## src/design/nhdec_pkg.sv

```systemverilog
// shared types and constants of the cartridge header decoder
// no dependencies; compiled before the files that import it
package nhdec_pkg;

    // header layout
    localparam int unsigned HDR_LEN      = 16;
    localparam int unsigned FIRST_STORED = 4;
    localparam int unsigned N_STORED     = HDR_LEN - FIRST_STORED;
    localparam int unsigned POS_W        = 5;
    localparam int unsigned IDX_W        = 4;

    // magic 'N','E','S',0x1A, entry k is header byte k
    localparam logic [3:0][7:0] MAGIC = {8'h1A, 8'h53, 8'h45, 8'h4E};

    // format and console codes
    localparam logic [3:0] FMT_MASK     = 4'hC;
    localparam logic [3:0] FMT_NES20    = 4'h8;
    localparam logic [1:0] CONSOLE_VS   = 2'd1;
    localparam logic [1:0] CONSOLE_EXT  = 2'd3;
    localparam logic [3:0] EXT_DECIMAL  = 4'd3;
    localparam logic [7:0] JUNK_LIMIT   = 8'h20;

    // result codes
    localparam logic [1:0] MIR_HORIZONTAL = 2'd0;
    localparam logic [1:0] MIR_FOUR       = 2'd2;
    localparam logic [1:0] TIMING_NTSC    = 2'd0;
    localparam logic [1:0] TIMING_PAL     = 2'd1;
    localparam logic [1:0] TIMING_DENDY   = 2'd2;
    localparam logic [15:0] INES_RAM_CODES = 16'h0707;

    // stored header bytes, entry k is header byte FIRST_STORED + k
    typedef logic [N_STORED-1:0][7:0] t_hdr_bytes;

    // capture stage to decode stage
    typedef struct packed {
        logic       valid;
        logic       magic_ok;
        t_hdr_bytes bytes;
    } t_cap_out;

endpackage

```

## src/design/nhdec_if.sv

```systemverilog
// handshake channels of the header decoder: byte input and decoded record output
// no dependencies
interface nhdec_byte_if;
    logic       valid;
    logic       ready;
    logic [7:0] header_byte;
    logic       restart;

    modport source (output valid, output header_byte, output restart, input ready);
    modport sink   (input valid, input header_byte, input restart, output ready);
endinterface

interface nhdec_rec_if;
    logic        valid;
    logic        ready;
    logic        header_ok;
    logic        is_nes20;
    logic [11:0] mapper_number;
    logic [3:0]  submapper_number;
    logic [31:0] prg_bytes;
    logic [31:0] chr_bytes;
    logic [1:0]  mirroring;
    logic [2:0]  board_flags;
    logic [1:0]  timing_mode;
    logic [15:0] ram_shift_codes;
    logic [13:0] console_info;
    logic [7:0]  expansion_device;

    modport source (
        output valid, output header_ok, output is_nes20, output mapper_number,
        output submapper_number, output prg_bytes, output chr_bytes, output mirroring,
        output board_flags, output timing_mode, output ram_shift_codes,
        output console_info, output expansion_device, input ready
    );
    modport sink (
        input valid, input header_ok, input is_nes20, input mapper_number,
        input submapper_number, input prg_bytes, input chr_bytes, input mirroring,
        input board_flags, input timing_mode, input ram_shift_codes,
        input console_info, input expansion_device, output ready
    );
endinterface

```

## src/design/nhdec_capture.sv

```systemverilog
// byte capture stage: position counter, magic check and storage of bytes 4..15
// depends on nhdec_pkg and nhdec_byte_if
module nhdec_capture (
    input  logic              i_clk,
    input  logic              i_rst_n,
    nhdec_byte_if.sink        i_hdr,
    input  logic              i_dn_ready,
    output nhdec_pkg::t_cap_out o_cap
);
    import nhdec_pkg::*;

    logic [POS_W-1:0] r_pos, n_pos;
    logic             r_magic, n_magic;
    logic             r_pend, n_pend;
    t_hdr_bytes       r_store;

    logic             w_accept;
    logic [POS_W-1:0] w_pos;
    logic             w_magic;
    logic             w_store_en;
    logic [IDX_W-1:0] w_idx;

    // input is ready unless a finished header waits and the decode stage cannot take it
    assign i_hdr.ready = !r_pend || i_dn_ready;
    assign w_accept    = i_hdr.valid && i_hdr.ready;

    // restart rewinds position and magic before the beat is handled
    assign w_pos   = i_hdr.restart ? '0 : r_pos;
    assign w_magic = i_hdr.restart ? 1'b1 : r_magic;

    assign w_store_en = w_accept && (w_pos >= POS_W'(FIRST_STORED))
                        && (w_pos < POS_W'(HDR_LEN));
    assign w_idx      = IDX_W'(w_pos - POS_W'(FIRST_STORED));

    // next position, magic flag and pending record
    always_comb begin
        n_pos   = r_pos;
        n_magic = r_magic;
        n_pend  = r_pend && !i_dn_ready;
        if (w_accept) begin
            n_pos   = w_pos;
            n_magic = w_magic;
            if (w_pos < POS_W'(HDR_LEN)) begin
                n_pos = w_pos + POS_W'(1);
                if (w_pos < POS_W'(FIRST_STORED)) begin
                    if (i_hdr.header_byte != MAGIC[w_pos[1:0]]) begin
                        n_magic = 1'b0;
                    end
                end
                if (w_pos == POS_W'(HDR_LEN - 1)) begin
                    n_pend = 1'b1;
                end
            end
        end
    end

    always_ff @(posedge i_clk) begin
        if (!i_rst_n) begin
            r_pos   <= '0;
            r_magic <= 1'b1;
            r_pend  <= 1'b0;
        end else begin
            r_pos   <= n_pos;
            r_magic <= n_magic;
            r_pend  <= n_pend;
        end
    end

    // byte store, no reset: every entry is written before a record reads it
    always_ff @(posedge i_clk) begin
        for (int k = 0; k < N_STORED; k++) begin
            if (w_store_en && (w_idx == IDX_W'(k))) begin
                r_store[k] <= i_hdr.header_byte;
            end
        end
    end

    assign o_cap.valid    = r_pend;
    assign o_cap.magic_ok = r_magic;
    assign o_cap.bytes    = r_store;

    // a pending record always follows the last header byte
    a_pend_at_end: assert property (@(posedge i_clk) disable iff (!i_rst_n)
        r_pend |-> (r_pos == POS_W'(HDR_LEN)))
        else $error("pending record without a complete header");

    // a stalled record freezes the capture state
    a_pend_holds: assert property (@(posedge i_clk) disable iff (!i_rst_n)
        (r_pend && !i_dn_ready) |=> (r_pend && $stable(r_pos) && $stable(r_store)))
        else $error("capture state moved under a stalled record");

endmodule

```

## src/design/nhdec_decode.sv

```systemverilog
// decode stage: turns the captured header into one record and holds it in the result register
// depends on nhdec_pkg and nhdec_rec_if
module nhdec_decode (
    input  logic                i_clk,
    input  logic                i_rst_n,
    input  nhdec_pkg::t_cap_out i_cap,
    output logic                o_up_ready,
    nhdec_rec_if.source         o_rec
);
    import nhdec_pkg::*;

    // rom size: linear count of units or exponent-multiplier form, saturated
    function automatic logic [31:0] f_rom_size(input logic [11:0] r, input logic chr_unit);
        logic [5:0]  e;
        logic [33:0] t;
        logic [31:0] lin;
        e   = r[7:2];
        t   = 34'({r[1:0], 1'b1}) << e[4:0];
        lin = chr_unit ? {7'b0, r, 13'b0} : {6'b0, r, 14'b0};
        if (r[11:8] != 4'hF) begin
            return lin;
        end else if (e[5] || (t[33:32] != 2'b00)) begin
            return '1;
        end else begin
            return t[31:0];
        end
    endfunction

    logic        r_valid;
    logic        r_ok, n_ok;
    logic        r_nes20, n_nes20;
    logic [11:0] r_mapper, n_mapper;
    logic [3:0]  r_sub, n_sub;
    logic [31:0] r_prg, n_prg;
    logic [31:0] r_chr, n_chr;
    logic [1:0]  r_mir, n_mir;
    logic [2:0]  r_board, n_board;
    logic [1:0]  r_timing, n_timing;
    logic [15:0] r_ram, n_ram;
    logic [13:0] r_console, n_console;
    logic [7:0]  r_exp, n_exp;

    logic        w_load;

    assign o_up_ready = !r_valid || o_rec.ready;
    assign w_load     = i_cap.valid && o_up_ready;

    // field decode
    always_comb begin
        logic [7:0] b4, b5, b6, b7, b8, b9, b10, b11, b12, b13, b14, b15;
        logic [3:0] ext, ppu, mode;
        logic       junk;
        b4  = i_cap.bytes[0];
        b5  = i_cap.bytes[1];
        b6  = i_cap.bytes[2];
        b7  = i_cap.bytes[3];
        b8  = i_cap.bytes[4];
        b9  = i_cap.bytes[5];
        b10 = i_cap.bytes[6];
        b11 = i_cap.bytes[7];
        b12 = i_cap.bytes[8];
        b13 = i_cap.bytes[9];
        b14 = i_cap.bytes[10];
        b15 = i_cap.bytes[11];
        ext  = '0;
        ppu  = '0;
        mode = '0;
        junk = (b12 >= JUNK_LIMIT) || (b13 >= JUNK_LIMIT)
               || (b14 >= JUNK_LIMIT) || (b15 >= JUNK_LIMIT);

        n_ok      = 1'b0;
        n_nes20   = 1'b0;
        n_mapper  = '0;
        n_sub     = '0;
        n_prg     = '0;
        n_chr     = '0;
        n_mir     = MIR_HORIZONTAL;
        n_board   = '0;
        n_timing  = TIMING_NTSC;
        n_ram     = '0;
        n_console = '0;
        n_exp     = '0;

        if (i_cap.magic_ok) begin
            n_ok    = 1'b1;
            n_mir   = b6[3] ? MIR_FOUR : {1'b0, b6[0]};
            n_board = {1'b0, b6[2], b6[1]};
            if ((b7[3:0] & FMT_MASK) == FMT_NES20) begin
                n_nes20  = 1'b1;
                n_mapper = {b8[3:0], b7[7:4], b6[7:4]};
                n_sub    = b8[7:4];
                n_prg    = f_rom_size({b9[3:0], b4}, 1'b0);
                n_chr    = f_rom_size({b9[7:4], b5}, 1'b1);
                // console type: vs system or extended console
                if (b7[1:0] == CONSOLE_VS) begin
                    ext  = 4'd1;
                    ppu  = b13[3:0];
                    mode = b13[7:4];
                end else if (b7[1:0] == CONSOLE_EXT) begin
                    ext = b13[3:0];
                    if (ext inside {[4'd0:4'd2]}) begin
                        mode = ext;
                    end else if (ext == EXT_DECIMAL) begin
                        n_board[2] = 1'b1;
                    end
                end
                case (b12[1:0])
                    2'd1:    n_timing = TIMING_PAL;
                    2'd3:    n_timing = TIMING_DENDY;
                    default: n_timing = TIMING_NTSC;
                endcase
                n_ram     = {b11, b10};
                n_console = {b14[1:0], mode, ppu, ext};
                n_exp     = b15;
            end else begin
                n_prg = {10'b0, b4, 14'b0};
                n_chr = {11'b0, b5, 13'b0};
                if (junk) begin
                    n_mapper = {8'b0, b6[7:4]};
                    n_timing = TIMING_NTSC;
                end else begin
                    n_mapper = {4'b0, b7[7:4], b6[7:4]};
                    n_timing = {1'b0, b9[0]};
                end
                n_ram = INES_RAM_CODES;
            end
        end
    end

    // result register valid
    always_ff @(posedge i_clk) begin
        if (!i_rst_n) begin
            r_valid <= 1'b0;
        end else if (w_load) begin
            r_valid <= 1'b1;
        end else if (o_rec.ready) begin
            r_valid <= 1'b0;
        end
    end

    // result register payload
    always_ff @(posedge i_clk) begin
        if (w_load) begin
            r_ok      <= n_ok;
            r_nes20   <= n_nes20;
            r_mapper  <= n_mapper;
            r_sub     <= n_sub;
            r_prg     <= n_prg;
            r_chr     <= n_chr;
            r_mir     <= n_mir;
            r_board   <= n_board;
            r_timing  <= n_timing;
            r_ram     <= n_ram;
            r_console <= n_console;
            r_exp     <= n_exp;
        end
    end

    assign o_rec.valid            = r_valid;
    assign o_rec.header_ok        = r_ok;
    assign o_rec.is_nes20         = r_nes20;
    assign o_rec.mapper_number    = r_mapper;
    assign o_rec.submapper_number = r_sub;
    assign o_rec.prg_bytes        = r_prg;
    assign o_rec.chr_bytes        = r_chr;
    assign o_rec.mirroring        = r_mir;
    assign o_rec.board_flags      = r_board;
    assign o_rec.timing_mode      = r_timing;
    assign o_rec.ram_shift_codes  = r_ram;
    assign o_rec.console_info     = r_console;
    assign o_rec.expansion_device = r_exp;

    // a bad magic record carries nothing but zeros
    a_bad_magic_zero: assert property (@(posedge i_clk) disable iff (!i_rst_n)
        (r_valid && !r_ok) |-> (!r_nes20 && (r_mapper == '0) && (r_prg == '0)
                                && (r_chr == '0) && (r_ram == '0) && (r_board == '0)))
        else $error("bad magic record with nonzero fields");

    // an ines 1.0 record has no nes 2.0 only fields
    a_ines_fields: assert property (@(posedge i_clk) disable iff (!i_rst_n)
        (r_valid && !r_nes20) |-> ((r_sub == '0) && (r_console == '0) && (r_exp == '0)
                                   && (r_mapper[11:8] == '0)))
        else $error("ines 1.0 record with nes 2.0 fields set");

endmodule

```

## src/design/ines_nes20_header_decoder.sv

```systemverilog
// top level of the iNES 1.0 / NES 2.0 cartridge header decoder
// depends on nhdec_pkg, nhdec_if, nhdec_capture and nhdec_decode

// The decoder takes one header byte per beat on i_hdr and can accept a byte in
// every cycle. A beat with restart set marks byte 0 of a new header; bytes after
// byte 15 without a restart are taken and ignored. Once byte 15 is taken, the
// finished header is held in the capture stage until the result register is free,
// then decoded into one record that is loaded into it and offered on o_rec;
// the next header keeps streaming while the record waits. Input ready drops only
// when a finished header is waiting on the capture stage and the result register
// is still held by the sink. Bad magic gives a record with header_ok low and all
// other fields zero.
module ines_nes20_header_decoder (
    input  logic        i_clk,
    input  logic        i_rst_n,
    nhdec_byte_if.sink  i_hdr,
    nhdec_rec_if.source o_rec
);
    import nhdec_pkg::*;

    t_cap_out w_cap;
    logic     w_dn_ready;

    // position, magic and byte store
    nhdec_capture u_capture (
        .i_clk      (i_clk),
        .i_rst_n    (i_rst_n),
        .i_hdr      (i_hdr),
        .i_dn_ready (w_dn_ready),
        .o_cap      (w_cap)
    );

    // field decode and result register
    nhdec_decode u_decode (
        .i_clk      (i_clk),
        .i_rst_n    (i_rst_n),
        .i_cap      (w_cap),
        .o_up_ready (w_dn_ready),
        .o_rec      (o_rec)
    );

endmodule
```

## src/flat_wrapper.sv

```systemverilog
// flat-port wrapper written by rule: the top's interface ports become plain ports
module ines_nes20_header_decoder_flat import nhdec_pkg::*;
  (i_clk, i_rst_n, i_hdr_valid, i_hdr_header_byte, i_hdr_restart, i_hdr_ready, o_rec_valid, o_rec_header_ok, o_rec_is_nes20, o_rec_mapper_number, o_rec_submapper_number, o_rec_prg_bytes, o_rec_chr_bytes, o_rec_mirroring, o_rec_board_flags, o_rec_timing_mode, o_rec_ram_shift_codes, o_rec_console_info, o_rec_expansion_device, o_rec_ready);
  nhdec_byte_if i_hdr_i ();
  nhdec_rec_if o_rec_i ();
  input  logic i_clk;
  input  logic i_rst_n;
  input wire logic [$bits(i_hdr_i.valid)-1:0] i_hdr_valid;
  input wire logic [$bits(i_hdr_i.header_byte)-1:0] i_hdr_header_byte;
  input wire logic [$bits(i_hdr_i.restart)-1:0] i_hdr_restart;
  output wire logic [$bits(i_hdr_i.ready)-1:0] i_hdr_ready;
  output wire logic [$bits(o_rec_i.valid)-1:0] o_rec_valid;
  output wire logic [$bits(o_rec_i.header_ok)-1:0] o_rec_header_ok;
  output wire logic [$bits(o_rec_i.is_nes20)-1:0] o_rec_is_nes20;
  output wire logic [$bits(o_rec_i.mapper_number)-1:0] o_rec_mapper_number;
  output wire logic [$bits(o_rec_i.submapper_number)-1:0] o_rec_submapper_number;
  output wire logic [$bits(o_rec_i.prg_bytes)-1:0] o_rec_prg_bytes;
  output wire logic [$bits(o_rec_i.chr_bytes)-1:0] o_rec_chr_bytes;
  output wire logic [$bits(o_rec_i.mirroring)-1:0] o_rec_mirroring;
  output wire logic [$bits(o_rec_i.board_flags)-1:0] o_rec_board_flags;
  output wire logic [$bits(o_rec_i.timing_mode)-1:0] o_rec_timing_mode;
  output wire logic [$bits(o_rec_i.ram_shift_codes)-1:0] o_rec_ram_shift_codes;
  output wire logic [$bits(o_rec_i.console_info)-1:0] o_rec_console_info;
  output wire logic [$bits(o_rec_i.expansion_device)-1:0] o_rec_expansion_device;
  input wire logic [$bits(o_rec_i.ready)-1:0] o_rec_ready;
  assign i_hdr_i.valid = i_hdr_valid;
  assign i_hdr_i.header_byte = i_hdr_header_byte;
  assign i_hdr_i.restart = i_hdr_restart;
  assign i_hdr_ready = i_hdr_i.ready;
  assign o_rec_valid = o_rec_i.valid;
  assign o_rec_header_ok = o_rec_i.header_ok;
  assign o_rec_is_nes20 = o_rec_i.is_nes20;
  assign o_rec_mapper_number = o_rec_i.mapper_number;
  assign o_rec_submapper_number = o_rec_i.submapper_number;
  assign o_rec_prg_bytes = o_rec_i.prg_bytes;
  assign o_rec_chr_bytes = o_rec_i.chr_bytes;
  assign o_rec_mirroring = o_rec_i.mirroring;
  assign o_rec_board_flags = o_rec_i.board_flags;
  assign o_rec_timing_mode = o_rec_i.timing_mode;
  assign o_rec_ram_shift_codes = o_rec_i.ram_shift_codes;
  assign o_rec_console_info = o_rec_i.console_info;
  assign o_rec_expansion_device = o_rec_i.expansion_device;
  assign o_rec_i.ready = o_rec_ready;
  ines_nes20_header_decoder u_core (.i_clk(i_clk), .i_rst_n(i_rst_n), .i_hdr(i_hdr_i), .o_rec(o_rec_i));
endmodule
```

## config.mk

```make
export PLATFORM = sky130hd
export DESIGN_NAME = ines_nes20_header_decoder_flat
export DESIGN_NICKNAME = d
export VERILOG_FILES = /design/src/design/nhdec_pkg.sv /design/src/design/nhdec_if.sv /design/src/design/nhdec_capture.sv /design/src/design/nhdec_decode.sv /design/src/design/ines_nes20_header_decoder.sv /design/src/flat_wrapper.sv
export SDC_FILE = /design/constraint.sdc
export NUM_CORES = 1
export LEC_CHECK = 0
export BUFFER_PORTS_ARGS = -buffer_cell sky130_fd_sc_hd__clkbuf_2
export CORE_ASPECT_RATIO = 0.75
export CORE_MARGIN = 2
export CORE_UTILIZATION = 40
export DETAILED_ROUTE_END_ITERATION = 8
export PLACE_DENSITY = 0.58
export SYNTH_ARGS = -nofsm -noshare
export SYNTH_HDL_FRONTEND = slang
export SYNTH_SLANG_ARGS = --single-unit
```

## constraint.sdc

```tcl
create_clock -name i_clk -period 7.9 [get_ports i_clk]
set_input_delay 1.185 -clock i_clk [delete_from_list [all_inputs] [get_ports i_clk]]
set_output_delay 1.185 -clock i_clk [all_outputs]
set_load 0.05 [all_outputs]
```

Word level (Yosys, flattened, before mapping):

Cells that the tools add are included.

* add/subtract/negate cells: 2
* order comparisons: 10
* eq/ne operators: 21
* shift operators: 2
* mux-type cells: 34
* bitwise operators: 3
* reduce and logical (&&, ||, !) cells: 39

Operators by type and width (number)
* 3-bit by 5-bit left shift with 34-bit output: 2
* 32-bit two-way mux: 2
* 8-bit by 6-bit >= comparator with 1-bit output, second input constant: 4
* 26-bit two-way mux: 1
* 25-bit two-way mux: 1
* 22-bit two-way mux: 1
* 21-bit two-way mux: 1
* 1-bit logical AND: 18
* 8-bit binary-select mux with 2-bit select: 1
* 4-bit by 3-bit equality test with 1-bit output, second input constant: 4
* 4-bit equality test, second input constant: 4
* 8-bit two-way mux: 2
* 1-bit two-way mux: 15
* 4-bit by 2-bit equality test with 1-bit output, second input constant: 3
* 12-bit two-way mux: 1
* 4-bit two-way mux: 3
* 11-bit two-way mux: 1
* 5-bit two-way mux: 2
* 4-bit inequality test, second input constant: 2
* 8-bit inequality test: 1
* 1-bit logical OR: 7
* 2-bit equality test, second input constant: 3
* 2-bit nonzero test: 3
* 3-bit OR reduction: 2
* 21 further kinds: 27

* flip-flop bits (word level): 231
* output and inout port bits: 129

Logic depth before layout (Yosys ltp):

Gate-level depths: netlist (run 1).

* depth after elaboration: 7
* gate-level depth with buffers: 6

By module:

Synthesis (run 1) repeated with hierarchy kept, for this count alone.

* cell total of the unflattened synthesis: 639
* area, all modules: 9255.1 um^2

By module, submodules not included
* nhdec_decode: times used 1, cells each 467, area an instance 5784.3 um^2
* nhdec_capture: times used 1, cells each 172, area an instance 3470.8 um^2

Worst setup path after synthesis (run 1):

No wires, ideal clock.

* path kind: input-to-reg
* from: in o_rec_ready
* to: reg u_core.u_decode.r_board[0], in the netlist u_core.u_decode.o_rec.board_flags[0], enable pin
* library setup time: 629 ps
* arrival time: 6838 ps
* data required time: 7271 ps
* setup slack: 432 ps
* stages on the path: 2
* cells stage by stage: nor2b_1 > nor2b_1

* longest elaborated chain between the ends: 2

Ends and longest elaborated chain
* start: declaration: RTL line flat_wrapper.sv:25 `input wire logic [$bits(o_rec_i.ready)-1:0] o_rec_ready;`
* 1-bit logical OR: RTL line nhdec_decode.sv:45 `assign o_up_ready = !r_valid || o_rec.ready;`
* 1-bit logical AND: RTL line nhdec_decode.sv:46 `assign w_load = i_cap.valid && o_up_ready;`
* named net u_core.u_decode.w_load: RTL line nhdec_decode.sv:43 `logic w_load;`
* end signal: assignment: RTL line nhdec_decode.sv:151 `r_board <= n_board;`
* end: declaration: RTL line nhdec_decode.sv:37 `logic [2:0] r_board, n_board;`

The timed path passes the listed nets, and every way through them passes these cells.
A chain may end at the register's enable or synchronous reset.

Worst setup path after layout (run 1):

* from: in o_rec_ready
* to: out i_hdr_ready

* longest elaborated chain between the ends: 2

Ends and longest elaborated chain
* 1-bit logical OR: RTL line nhdec_decode.sv:45
* 1-bit logical OR: RTL line nhdec_capture.sv:24 `assign i_hdr.ready = !r_pend || i_dn_ready;`
* end: declaration: RTL line flat_wrapper.sv:11 `output wire logic [$bits(i_hdr_i.ready)-1:0] i_hdr_ready;`

No other way between the ends.

==> run summary, run 1 <==
Status - finished, final reports clean
Fin cells - 1057
FP Rows - 47
Final nets - 762
Vias in the first global route - 5182
Final setup viols - 0
Area growth, synth to finish - 18.1%
Total gr overflow - 0
Die Span Y - 134 microns
Util after Layout - 0.482
Number of buffers created by CTS - 23
Maximum VDD drop - 0.133 mV
GRT Resource Usage Total - 0.161
Mapped Area - 8990 sq um
Data arrival time of the worst path - 1830 ps
Syn_area_per_cell - 14.7 sq um
Die width - 177 microns
CTS sink cnt - 225
CTS tree - done
Fin. max-slew vios - 0
Core Box Area - 22100 sq um
Final Hold Fails - 0
Post-CTS sizing - 0
Yosys warning total - 0
Vias per Instance - 5.15
DRT Pass-1 Iters - 5
Clk pin slew, worst setup/hold paths - 60 ps
Pre-CTS WS - 4490 ps
H-tree levels - 1
Fin crit share - 0.382
Min Tclk post-route - 3020 ps
DRC viols - 0
Post-CTS Setup Bufs - 0
Unrepaired setup endpoints after global routing - no
Netlist cell types - 66
Leak - 3.63 nW
Fraction of registers with async set/reset - 0
Worst setup SP type - input pin
Iteration-0 DRC Markers - 439
Skew final - 9.46 ps
PnR worst setup slack - 4880 ps
Logic pwr share - 0.018
Max cap viols - 0
Worst setup EP type - output pin
Required @ worst endpoint - 6710 ps
Vias - 5445
WL per Instance - 18.4 microns
Setup TNS - 0 ps
Syn Nets - 626
Critical path fanouts, max - 8
HP Class - reg -> reg
Gpl congestion - 0.809
Switch share - 0.195
Starting Density - 0.408
Worst-Margin Slew - 1170 ps
Clock buffer depth - 3
Antenna diode count - 0
Hpwl dp - 13.0 mm
Num ports - 142
NetSw - 0.455 mW
EDFF count, synth - 217
Placed Cells - 1018
Total internal power - 1.88 mW
Seq pwr share - 0.557
Area of placed instances - 9940 sq um
Relative slew slack - 0.223
Clock Power Share - 0.425
Port bufs - 141
WHS - 519 ps
Initial antenna violation count - 0
Share of layout cells above drive strength 1 - 0.250
Clock Tree Root - clkbuf_16
DRT antenna net count - 0
Die ar. - 23700 sq um
Largest net degree at the start of global routing - 76
Routed Wire Length - 19.5 mm
First-pass GRT wire length - 29.5 mm
CTS Hold Bufs - 0
Sequential area share after synthesis - 0.742
PwrDens - 220 nW/um^2
Ys flop type - edfxtp_1
Clk_lat worst skew - 500 ps
WS Path Type - in -> out
Design Power - 2.34 mW
Max frequency - 332 MHz
Design area - 10600 sq um
Flops & latches, synth - 225
Post-Synthesis Cells - 613
[state kept, by name (all words and copies together) (netlist names), 2 cells and up]
signal,flops
u_core.u_decode.o_rec.timing_mode,2
u_core.u_decode.o_rec.mirroring,2
u_core.u_decode.o_rec.ram_shift_codes,16
u_core.u_decode.o_rec.chr_bytes,32
u_core.u_decode.o_rec.submapper_number,4
u_core.u_decode.o_rec.board_flags,3
u_core.u_decode.o_rec.mapper_number,12
u_core.u_decode.o_rec.console_info,14
u_core.u_capture.o_cap,90
u_core.u_capture.r_pos,5
u_core.u_decode.o_rec.expansion_device,8
u_core.u_decode.o_rec.prg_bytes,32
[cells in the final DEF (no fill, tap or decap), types with 3 or more instances in the layout]
cell type / count
mux2_2: 3
nand4_1: 5
buf_4: 3
nand2_1: 37
clkbuf_1: 6
a31oi_1: 8
nor3_1: 11
nand3_1: 13
dfxtp_1: 8
clkbuf_8: 4
nor3b_1: 4
o21bai_1: 4
o211a_1: 6
edfxtp_1: 217
mux2i_1: 3
or3b_1: 3
and3_1: 3
clkbuf_2: 141
o221a_1: 6
o31ai_1: 10
o221a_2: 3
and2_1: 52
o21ai_1: 11
clkinv_1: 3
nand3b_1: 4
nor2b_1: 13
o21ai_0: 13
clkbuf_16: 23
o21a_1: 5
inv_1: 7
nand2b_1: 9
a21oi_1: 29
nor2_1: 48
[power by group through the flow]
| stage | Clock [mW] | Combinational, mW | Sequential (mW) |
|---|---|---|---|
| final | 0.994 | 0.0424 | 1.30 |
| after global routing | 1.06 | 0.0470 | 1.30 |
| after CTS | 1.01 | 0.0428 | 1.30 |
| after detailed placement | 0 | 0.0425 | 1.33 |
| after global placement | 0 | 0.0420 | 1.33 |
| after floorplan | 0 | 0.0225 | 1.33 |
[metal layers]
layer / global-route usage / up-vias / share of wire
li1: - / 2592 / -
met5: 0 / - / 0
met3: 0.0329 / 22 / 0.069
met1: 0.236 / 2647 / 0.46
met4: 0.0367 / 0 / 0.015
met2: 0.249 / 184 / 0.46
[critical path, cell delays in order]
cell      delay, ps
clkbuf_2         90
nand3b_2        280
clkbuf_2        280
[synthesized netlist by cell type, types with 3 or more instances]
master    number  area, sq um
o21bai_1       4         30.0
a31oi_1        8         50.1
nand4_1        5         31.3
and2_1        52          325
mux2_2         3         33.8
edfxtp_1     217         6520
mux2i_1        3         30.0
nand3_1       13         65.1
o21a_1         5         37.5
nor2_1        48          180
nor3_1        11         55.1
dfxtp_1        8          160
o21ai_1       11         55.1
inv_1          7         26.3
buf_2         18         90.1
nand2b_1       9         56.3
o211a_1        6         60.1
o21ai_0       13         65.1
clkbuf_1      12         45.0
and3_1         3         18.8
nand2_1       37          139
a21oi_1       29          145
o221a_2        3         33.8
nor3b_1        4         30.0
nand3b_1       4         30.0
or3b_1         3         26.3
o221a_1        6         67.6
o31ai_1       10         75.1
nor2b_1       14         87.6
[path summary, 6_finish.rpt]
check	depth (start not counted)	start	to	slack, ps
setup / recovery	3	o_rec_ready	i_hdr_ready	4880
hold / removal	1	u_core.u_capture.o_cap[59]	u_core.u_decode.o_rec.ram_shift_codes[11]	520
setup reg to reg	4	u_core.u_capture.o_cap[26]	u_core.u_decode.o_rec.chr_bytes[19]	5390
hold reg to reg	1	u_core.u_capture.o_cap[59]	u_core.u_decode.o_rec.ram_shift_codes[11]	520
[layout make-up]
type,instances,area [sq um]
timing repair buffer,144,728
inverter,8,30.0
fill,1933,11400
tap,294,368
sequential,225,6680
clock buffer,33,653
clock inverter,6,33.8
multi-input combinational,347,2130
[cells by family (layout without fill, tap and decap cells)]
family	Yosys count	count (layout)	synth area share
buffers and inverters	41	191	0.0213
AO/OA/AOI/OAI	119	119	0.0953
AND/OR/NAND/NOR	221	221	0.133
flip-flops	225	225	0.742
XOR/XNOR	1	1	0.000974
multiplexers	6	6	0.00710
Power figures use the tool's default switching activity.
==> run 2: changes to the inputs <==
- clock period: 7.9 -> 2.6 ns (I/O delays scaled with it)
==> run 2 against run 1 <==
  * Largest cell class unchanged
  * First-iteration DRC count grew 7.3%
  * Clock skew grew 2.1 ps
  * Worst hold slack lost 300 ps
==> run summary, run 2 (same netlist as run 1, synthesis figures left out) <==
DRT Pass-1 Iters - 5 (unchanged)
Required @ worst endpoint - 2930 ps (-3780 ps)
Total gr overflow - 0 (unchanged)
Die width - 177 microns (unchanged)
Initial antenna violation count - 0 (unchanged)
Fin crit share - 0.779
Relative slew slack - 0.524 (+0.302)
CTS Hold Bufs - 0 (unchanged)
GRT Resource Usage Total - 0.166 (+0.00463)
DRT antenna net count - 0 (unchanged)
Clk pin slew, worst setup/hold paths - 60 ps (about the same)
CTS tree - done
DRC viols - 0 (unchanged)
Routed Wire Length - 19.9 mm (+2.1%)
Clock buffer depth - 3 (unchanged)
Die Span Y - 134 microns (unchanged)
Max frequency - 494 MHz
Gpl congestion - 0.833 (+3.0%)
WL per Instance - 18.5 microns (+0.31%)
Commonest non-fill, non-tap cell in the layout - edfxtp_1
Critical path fanouts, max - 21 (+13)
CTS sink cnt - 225 (unchanged)
Post-CTS Setup Bufs - 0 (unchanged)
Vias in the first global route - 5436 (+4.9%)
Final Hold Fails - 0 (unchanged)
Leak - 3.76 nW (+3.5%)
FP Rows - 47 (unchanged)
Antenna diode count - 0 (unchanged)
GRT busiest layer - met2
Worst-Margin Slew - 714 ps (-452 ps)
Worst setup EP type - flip-flop
GR Util met2 - 0.261 (+0.0121)
Setup TNS - 0 ps (unchanged)
PwrDens - 686 nW/um^2 (+210%)
Skew final - 11.5 ps (+2.06 ps)
Unrepaired setup endpoints after global routing - no
Data arrival time of the worst path - 2360 ps (+530 ps)
Worst setup SP type - flip-flop
Maximum VDD drop - 0.416 mV (+210%)
Share of layout cells above drive strength 1 - 0.271 (+0.0208)
Fin. max-slew vios - 0 (unchanged)
Met1 usage - 0.237 (+0.000692)
HP Class - in -> reg
Num ports - 142 (unchanged)
H-tree levels - 1 (unchanged)
Vias - 5603 (+2.9%)
Core Box Area - 22100 sq um (unchanged)
Number of buffers created by CTS - 23 (unchanged)
Max reg flops - 90 (unchanged)
Iteration-0 DRC Markers - 471 (+7.3%)
Clock Tree Root - clkbuf_16
Area growth, synth to finish - 20.9%
Clk_lat worst skew - 500 ps (about the same)
Starting Density - 0.408 (unchanged)
Design Power - 7.46 mW (+220%)
Post-CTS sizing - 0 (unchanged)
Final nets - 779 (+2.2%)
Status - finished, final reports clean
Vias per Instance - 5.21 (+1.1%)
Most frequent cells in the layout - 217 x edfxtp_1, 141 x clkbuf_2, 52 x and2_1
Die ar. - 23700 sq um (unchanged)
GRT met3 Usage - 0.0323 (-0.000567)
WS Path Type - reg -> reg
Final setup viols - 0 (unchanged)
Largest net degree at the start of global routing - 53 (-30%)
Min Tclk post-route - 2030 ps
First-pass GRT wire length - 30.4 mm (+3.3%)
Port bufs - 141 (unchanged)
Hpwl dp - 13.2 mm (+2.3%)
Max cap viols - 0 (unchanged)
-- run 2: area by class of cell --
class	instances	area [sq um]
fillers	1922	11200
flip-flops and latches	225	6680
multi-input cells	347	2140
repair buffers	161	881
clock buffers	31	616
well taps	294	368
clock inverters	10	154
inverters	8	30.0
-- run 2: path summary, 6_finish.rpt --
check | start | endpoint | slack, ps | cells after the start
max | u_core.u_capture.o_cap[26] | u_core.u_decode.o_rec.chr_bytes[19] | 570 | 4
max reg2reg | u_core.u_capture.o_cap[26] | u_core.u_decode.o_rec.chr_bytes[19] | 570 | 4
min reg2reg | u_core.u_capture.o_cap[81] | u_core.u_decode.o_rec.console_info[13] | 520 | 1
min | i_rst_n | u_core.u_capture.r_pos[4] | 220 | 2
-- run 2: layer usage --
metal  up-vias  wire length, microns
li1       2630                     -
met1      2737                  9000
met2       199                  9080
met3        37                  1330
met4         0                   464
met5         -                     0
-- run 2: critical path, cell delays in order, from the launching register on --
cell	delay, ps
edfxtp_1	410
nand2b_1	180
nor2_1	430
nand2_1	520
o22ai_1	310
-- run 2: per-stage QoR --
stage / instances / instance area [sq um] / util / worst slack [ps] / hold WS [ps]
after CTS: 1076 / 10900 / 0.493 / 567 / 198
after detailed placement: 1035 / 10100 / 0.458 / 402 / 505
after global placement: 1035 / 10100 / 0.458 / 552 / 505
final: 1076 / 10900 / 0.493 / 575 / 219
after floorplan: 613 / 9010 / - / -244 / 446
after global routing: 1076 / 10900 / 0.493 / 247 / 227
-- run 2: power by group --
group / switching [mW] / internal, mW
clock: 1.31 / 2.06
sequential: 0.0107 / 3.95
combinational: 0.0903 / 0.0417
total: 1.41 / 6.05
